### config.mk
export PLATFORM = sky130hd
export DESIGN_NAME = tpcs_lane
export DESIGN_NICKNAME = d
export VERILOG_FILES = /design/src/design/tpcs_pkg.sv /design/src/design/tpcs_div_cell.sv /design/src/design/tpcs_lane.sv
export SDC_FILE = /design/constraint.sdc
export NUM_CORES = 2
export LEC_CHECK = 0
export ABC_AREA = 0
export BUFFER_PORTS_ARGS = -buffer_cell sky130_fd_sc_hd__buf_2
export CAP_MARGIN = 20
export CORE_AREA = 3 3 514 516
export DETAILED_ROUTE_END_ITERATION = 10
export DIE_AREA = 0 0 517 519
export PLACE_DENSITY = 0.77
export SLEW_MARGIN = 20
export SYNTH_ARGS = -nofsm -noshare
export SYNTH_HDL_FRONTEND = slang
export SYNTH_SLANG_ARGS = --single-unit
### constraint.sdc
create_clock -name clk -period 3.5 [get_ports clk]
set_input_delay 1.05 -clock clk [delete_from_list [all_inputs] [get_ports clk]]
set_output_delay 1.05 -clock clk [all_outputs]
set_load 0.005 [all_outputs]
### src/design/tpcs_pkg.sv
// shared constants, types and helpers for the tone prescaler compare select block
`default_nettype none
package tpcs_pkg;

    localparam int CLK_W        = 25;
    localparam int TONE_W       = 16;
    localparam int Q_W          = 24;
    localparam int CMP_W        = 16;
    localparam int SEL_W        = 3;
    localparam int NUM_PRESC    = 5;
    localparam int COUNTER_BITS = 16;
    localparam int PIPE_DEPTH   = 2 * Q_W + 1;

    localparam logic [CLK_W-1:0] CLOCK_RESET = CLK_W'(8000000);
    localparam logic [32:0]      TOP_LIMIT   = 33'(1) << COUNTER_BITS;

    localparam logic [SEL_W-1:0] LANE_P1    = 3'd0;
    localparam logic [SEL_W-1:0] LANE_P8    = 3'd1;
    localparam logic [SEL_W-1:0] LANE_P64   = 3'd2;
    localparam logic [SEL_W-1:0] LANE_P256  = 3'd3;
    localparam logic [SEL_W-1:0] LANE_P1024 = 3'd4;
    localparam logic [SEL_W-1:0] SEL_NONE   = 3'd0;

    typedef struct packed {
        logic [Q_W-1:0] num;
        logic [Q_W-1:0] rem;
        logic [Q_W-1:0] den;
    } div_t;

    typedef struct packed {
        logic             fit;
        logic [CMP_W-1:0] cmp;
        logic [Q_W-1:0]   act;
        logic [Q_W-1:0]   err;
    } cand_t;

    // clock / (2 * prescaler) as a plain shift
    function automatic logic [Q_W-1:0] numer(input logic [CLK_W-1:0] clk_hz,
                                             input logic [SEL_W-1:0] lane);
        logic [CLK_W-1:0] s;
        begin
            unique case (lane)
                LANE_P1:    s = clk_hz >> 1;
                LANE_P8:    s = clk_hz >> 4;
                LANE_P64:   s = clk_hz >> 7;
                LANE_P256:  s = clk_hz >> 9;
                LANE_P1024: s = clk_hz >> 11;
                default:    s = '0;
            endcase
            numer = s[Q_W-1:0];
        end
    endfunction

endpackage
`default_nettype wire

### src/design/tpcs_div_cell.sv
// one restoring division step, registered
`default_nettype none
module tpcs_div_cell (
    input  wire logic         clk,
    input  wire logic         en,
    input  wire tpcs_pkg::div_t d,
    output tpcs_pkg::div_t    q
);
    import tpcs_pkg::*;

    logic [Q_W:0] trial;
    logic [Q_W:0] diff;
    logic         ge;
    div_t         q_reg;
    div_t         q_next;

    always_comb
    begin
        trial       = {d.rem, d.num[Q_W-1]};
        diff        = trial - {1'b0, d.den};
        ge          = trial >= {1'b0, d.den};
        q_next.rem  = ge ? diff[Q_W-1:0] : trial[Q_W-1:0];
        q_next.num  = {d.num[Q_W-2:0], ge};
        q_next.den  = d.den;
    end

    always_ff @(posedge clk)
    begin
        if (en)
        begin
            q_reg <= q_next;
        end
    end

    assign q = q_reg;

endmodule
`default_nettype wire

### src/design/tpcs_lane.sv
// one prescaler candidate: two chained dividers and the error of the result
`default_nettype none
module tpcs_lane (
    input  wire logic                           clk,
    input  wire logic                           en,
    input  wire logic [tpcs_pkg::SEL_W-1:0]     lane,
    input  wire logic [tpcs_pkg::CLK_W-1:0]     clk_hz,
    input  wire logic [tpcs_pkg::TONE_W-1:0]    tone_first,
    input  wire logic [tpcs_pkg::TONE_W-1:0]    tone_last,
    output tpcs_pkg::cand_t                     cand
);
    import tpcs_pkg::*;

    div_t           d1 [0:Q_W];
    div_t           d2 [0:Q_W];
    logic [Q_W-1:0] n_val;
    logic [Q_W-1:0] top;
    logic [Q_W-1:0] act;
    logic [Q_W-1:0] tone_w;
    cand_t          cand_reg;
    cand_t          cand_next;

    assign n_val = numer(clk_hz, lane);

    // top = n / tone, then actual = n / top
    assign d1[0] = '{num: n_val, rem: '0, den: {{(Q_W-TONE_W){1'b0}}, tone_first}};
    assign d2[0] = '{num: n_val, rem: '0, den: d1[Q_W].num};

    for (genvar i = 0; i < Q_W; i++)
    begin : g_cells
        tpcs_div_cell u_c1 (.clk(clk), .en(en), .d(d1[i]), .q(d1[i+1]));
        tpcs_div_cell u_c2 (.clk(clk), .en(en), .d(d2[i]), .q(d2[i+1]));
    end

    assign top    = d2[Q_W].den;
    assign act    = d2[Q_W].num;
    assign tone_w = {{(Q_W-TONE_W){1'b0}}, tone_last};

    always_comb
    begin
        cand_next.fit = (tone_last != '0) && (top != '0) &&
                        ({{(33-Q_W){1'b0}}, top} <= TOP_LIMIT);
        cand_next.cmp = CMP_W'(top - Q_W'(1));
        cand_next.act = act;
        cand_next.err = (act > tone_w) ? (act - tone_w) : (tone_w - act);
    end

    always_ff @(posedge clk)
    begin
        if (en)
        begin
            cand_reg <= cand_next;
        end
    end

    assign cand = cand_reg;

endmodule
`default_nettype wire

Yosys cells after proc, flatten, opt, wreduce, memory -nomap -nowiden:

Cells that the tools add are included.

* add/sub/neg operators: 49
* div/mod/pow operators: 0
* order comparisons: 50
* eq/ne operators: 4
* shift operators: 0
* mux-type cells: 48
* multipliers: 0
* reductions and logical operators: 5
* bitwise gates (word level): 0

Operator list (count)
* $mux 24: 45
* $ge 25x16->1: 23
* $ge 25x24->1: 23
* $sub 24x16->24: 23
* $sub 24x24->24: 22
* $pmux 24 s5: 1
* $ge 1x24->1: 1
* $gt 24x16->1: 1
* $le 24x17->1 const B: 1
* $reduce_bool 24->1: 1
* $sub 1x24->24: 1
* $sub 16x24->24: 1
* $sub 1x16->17: 1
* $ge 1x16->1: 1
* $reduce_bool 16->1: 1
* $sub 16x1->16 const B: 1
* $eq 3x2->1 const B: 2
* $eq 3x1->1 const B: 1
* $eq 3x3->1 const B: 1
* $logic_not 3->1: 1
* $logic_and 1x1->1: 2
* $mux 1: 2

* bits in read-only memories: 0
* memory bits (writable): 0
* bits in latches: 0
* flip-flop bits (word level): 3258
* memories kept: 0
* bits of input ports: 62

Longest topological paths before layout:

* word-level depth: 4
* depth in mapped cells: 15
* depth with buffers taken out: 14

Cells and area by module:

From an unflattened synthesis, not the netlist that was laid out.

* cell total of the unflattened synthesis: 16560
* area total of the unflattened synthesis: 200049.4 µm²

Modules (own cells, without submodules)
* tpcs_div_cell at g_cells[12].u_c2 ...: area each 4151.5 µm², cells an instance 351, sequential area each 2162.1 µm², instances 33
* tpcs_div_cell at g_cells[0].u_c1 ...: area each 3853.7 µm², cells an instance 295, sequential area each 2162.1 µm², instances 14
* tpcs_lane: area each 5047.3 µm², cells an instance 533, sequential area each 1951.9 µm², instances 1
* tpcs_div_cell at g_cells[20].u_c2: area each 4051.4 µm², cells an instance 314, sequential area each 2162.1 µm², instances 1

Worst setup path after synthesis:

OpenSTA, ideal clock, no wires.

* path type: in2reg
* start: in tone_last[9] (netlist bit)
* end: reg cand_reg (netlist bit cand[22]) (data pin)
* cell stages on the path: 13
* slack: -0.151 ns
* required time: 3.241 ns
* data arrival time: 3.392 ns
* cells stage by stage: inv_1 -> ha_1 -> clkbuf_1 -> a21o_1 -> a21o_1 -> a21oi_1 -> a2bb2oi_1 -> a31oi_1 -> o21ai_0 -> nand2_1 -> a211oi_1 -> a21oi_1 -> xnor2_1

RTL lines
* start: declaration: RTL line tpcs_lane.sv:9 `input wire logic [tpcs_pkg::TONE_W-1:0] tone_last,`
* end signal: assignment: RTL line tpcs_lane.sv:52 `cand_reg <= cand_next;`
* end: declaration: RTL line tpcs_lane.sv:20 `cand_t cand_reg;`

==> flow_summary.toml <==
[synthesis]
synth-seq-cells = 2982
synthXorXnorAreaFrac_pct = 5.13
synthSimpleGateAreaFrac_pct = 8.73
yosysWarnings = 0
synth_compound_area_share_pct = 11.7
async_flop_share_pct = 0
synth_ff_type = "edfxtp_1"
yosys.area_share.adder_pct = 8.56
synth_edf_count = 2982
synthCells = 12222
synth_top_family_by_area = "compound AO/OA/AOI/OAI gates"
yosysUniqueCellTypes = 100
synthMuxAreaShare_pct = 2.84
syn_area_per_cell_um2 = 12.3
ys_seq_area_share_pct = 59.4
synthesis.nets = 13288
synth_area_um2 = 151000

[global_routing]
grt_start_max_net_pins = 101
grt_pass1_wl_um = 501000
grt_usage_pct = 23.1
first_global_vias = 97981
grt-ovfl-total = 0
antenna_found_initial = 8

[floorplan]
die-width_um = 517
core_um2 = 260000
std_cell_rows = 187
die-height_um = 519
initial_core_util_pct = 58.0
io-pin-count = 127
dieArea_um2 = 268000

[finish]
fin_nets = 14207
final_common_cell = "edfxtp_1"
largest_register_ffs = 1489
syn_to_final_growth_pct = 14.5
final_cell_area_um2 = 173000
layout_common_cells = "2982 x edfxtp_1, 1210 x inv_1, 941 x ha_1"
layout-drive-gt1-share_pct = 13.9

[critical_path]
crit_start = "g_cells[1].u_c1.q[71]"
end_kind = "register"
cp_max_fo = 6
rr_startpoint = "g_cells[1].u_c1.q[71]"
start_kind = "register"
rr_endpoint = "g_cells[2].u_c2.q[43]"
reg2reg_depth = 13
worst-r2r-setup-slack_ps = -90
worstPathArrival_ps = 4260
path_class = "reg2reg"
critPathRequiredTime_ps = 4170

[placed_design]
io_buffers = 125
place_area_um2 = 160000
gp_congestion = 0.963
dp.final_hpwl_um = 231000

[timing]
finalClockSkew_ps = 69.9
setup_viol = 41
slew_viol_final = 0
setup_slack_ps = -90.0
clock.fmax_mhz = 279
final_period_minus_worst_setup_slack_ps = 3590
hold_viol_final = 0
period_share_pct = 103
rsz0062_at_grt = "yes"
slew_headroom_pct = 39.0
fin_hold_ws_ps = 342
worst_pin_slew_ps = 906

[drt]
first_pass_iters = 6
drt-initial-drc-count = 6576
drc = 0
drt.antenna.violating_nets = 0
wl_per_cell_um = 19.1
avgViaCountPerCell = 5.78
dr_total_vias = 96905
totalWireLength_um = 320000

[pwr]
power-per-cell-area_nw_per_um2 = 822
ir_drop_mv = 0.621
p_leak_nw = 69.1

[clocking]
clock-sinks = 2982
cts_made_buffers = 326
cts_tree = "built"
clk_latency_ps = 970
cts.path.max_buffers = 4
root_buffer = "clkbuf_16"
htree_levels = 5
path_clk_slew_ps = 60
postCtsHoldBufs = 0

[hold_path]
hp-start = "tone_first[9]"
holdPathStages = 1
min-delay-path-class = "in2reg"
hold_end = "g_cells[0].u_c1.q[9]"

[status]
violations = "setup timing"
outcome = "complete, but fails checks"

[run]
maxCapViolations = 0
## report_power, final
part           switching (mW)  total (mW)  internal (mW)
sequential               4.17        53.9           49.8
clock                    13.3        32.0           18.6
combinational            29.5        55.9           26.3
total                    47.0         142           94.7
## cell families (layout without fill, tap and decap cells)
family | Yosys count | count (layout)
AOI/OAI and AO/OA | 2816 | 2816
xor gates and xnor gates | 882 | 882
adders and majority gates | 1004 | 1004
buffers and inverters | 1447 | 2594
DFF | 2982 | 2982
muxes | 381 | 381
other | 0 | 1
and+or+nand+nor | 2710 | 2710
## critical path, stage by stage, from the launching register on
cell and delay, ps:
edfxtp_1 390, inv_1 160, ha_2 250, nor2b_4 50, o31a_1 250, o31a_1 290
o2111ai_2 240, a21oi_2 110, o31ai_2 250, nand2_1 110, a41o_1 250, a41oi_4 410
clkbuf_16 260, mux2_4 310
## synth_stat cells (76+ instances only)
| cell type | number | area (um^2) |
|---|---|---|
| xor2_1 | 378 | 3310 |
| o21ai_0 | 660 | 3300 |
| nand2b_1 | 157 | 982 |
| nor3_1 | 202 | 1010 |
| nor2_1 | 765 | 2870 |
| nand2_1 | 674 | 2530 |
| clkbuf_1 | 167 | 627 |
| and3_1 | 85 | 532 |
| a21oi_1 | 919 | 4600 |
| o21bai_1 | 76 | 571 |
| o21a_1 | 121 | 908 |
| inv_1 | 1223 | 4590 |
| nor4_1 | 88 | 551 |
| edfxtp_1 | 2982 | 89500 |
| ha_1 | 958 | 12000 |
| nand3_1 | 149 | 746 |
| nand4_1 | 139 | 870 |
| xnor2_1 | 504 | 4410 |
| or3_1 | 87 | 544 |
| a21o_1 | 366 | 2750 |
| nor2b_1 | 166 | 1040 |
| mux2_2 | 298 | 3360 |
## metal layers
metal / global-route usage, % / share of wire (%) / vias to the layer above / wire [um]
li1: - / - / 46908 / -
met1: 26.1 / 38 / 46569 / 123000
met2: 43.1 / 53 / 2576 / 168000
met3: 2.97 / 4.1 / 852 / 13000
met4: 10.7 / 5.0 / 0 / 16000
met5: 0 / 0 / - / 0
## layout make-up
type | count | area, um^2
diodes | 1 | 2.50
clock buffers | 391 | 8470
clock inverters | 165 | 1410
fillers | 18061 | 87200
inverters | 1228 | 4610
multi-input cells | 7793 | 57100
flip-flops and latches | 2982 | 89500
well taps | 3402 | 4260
repair buffers | 810 | 7080
## worst max path at each step
stage / endpoint / cells past startpoint
final: g_cells[2].u_c2.q[43] / 13
after global routing: g_cells[2].u_c2.q[35] / 13
after CTS: g_cells[5].u_c2.q[46] / 15
after detailed placement: cand[3] / 15
after global placement: cand[6] / 14
after floorplan: cand[17] / 13
## stage by stage
stage	setup slack [ps]	setup TNS, ps	std cells	utilization [%]	total power, mW
after global routing	-186	-11370	16772	66.4	150
after floorplan	-1.70	-5.09	12222	-	90.8
after global placement	-599	-16330	16129	61.7	104
after CTS	-148	-2640	16708	65.8	140
after detailed placement	-574	-23440	16129	61.7	106
final	-90.0	-2000	16772	66.4	142
## what timing repair did
item                                    in CTS  in global routing
buffers inserted                            16                 58
pin swaps                                   14                 69
endpoints found under the setup margin     228                639
cloned                                       8                  9
resized for setup                           70                286
Note: power is estimated with default switching activity, not from simulation.
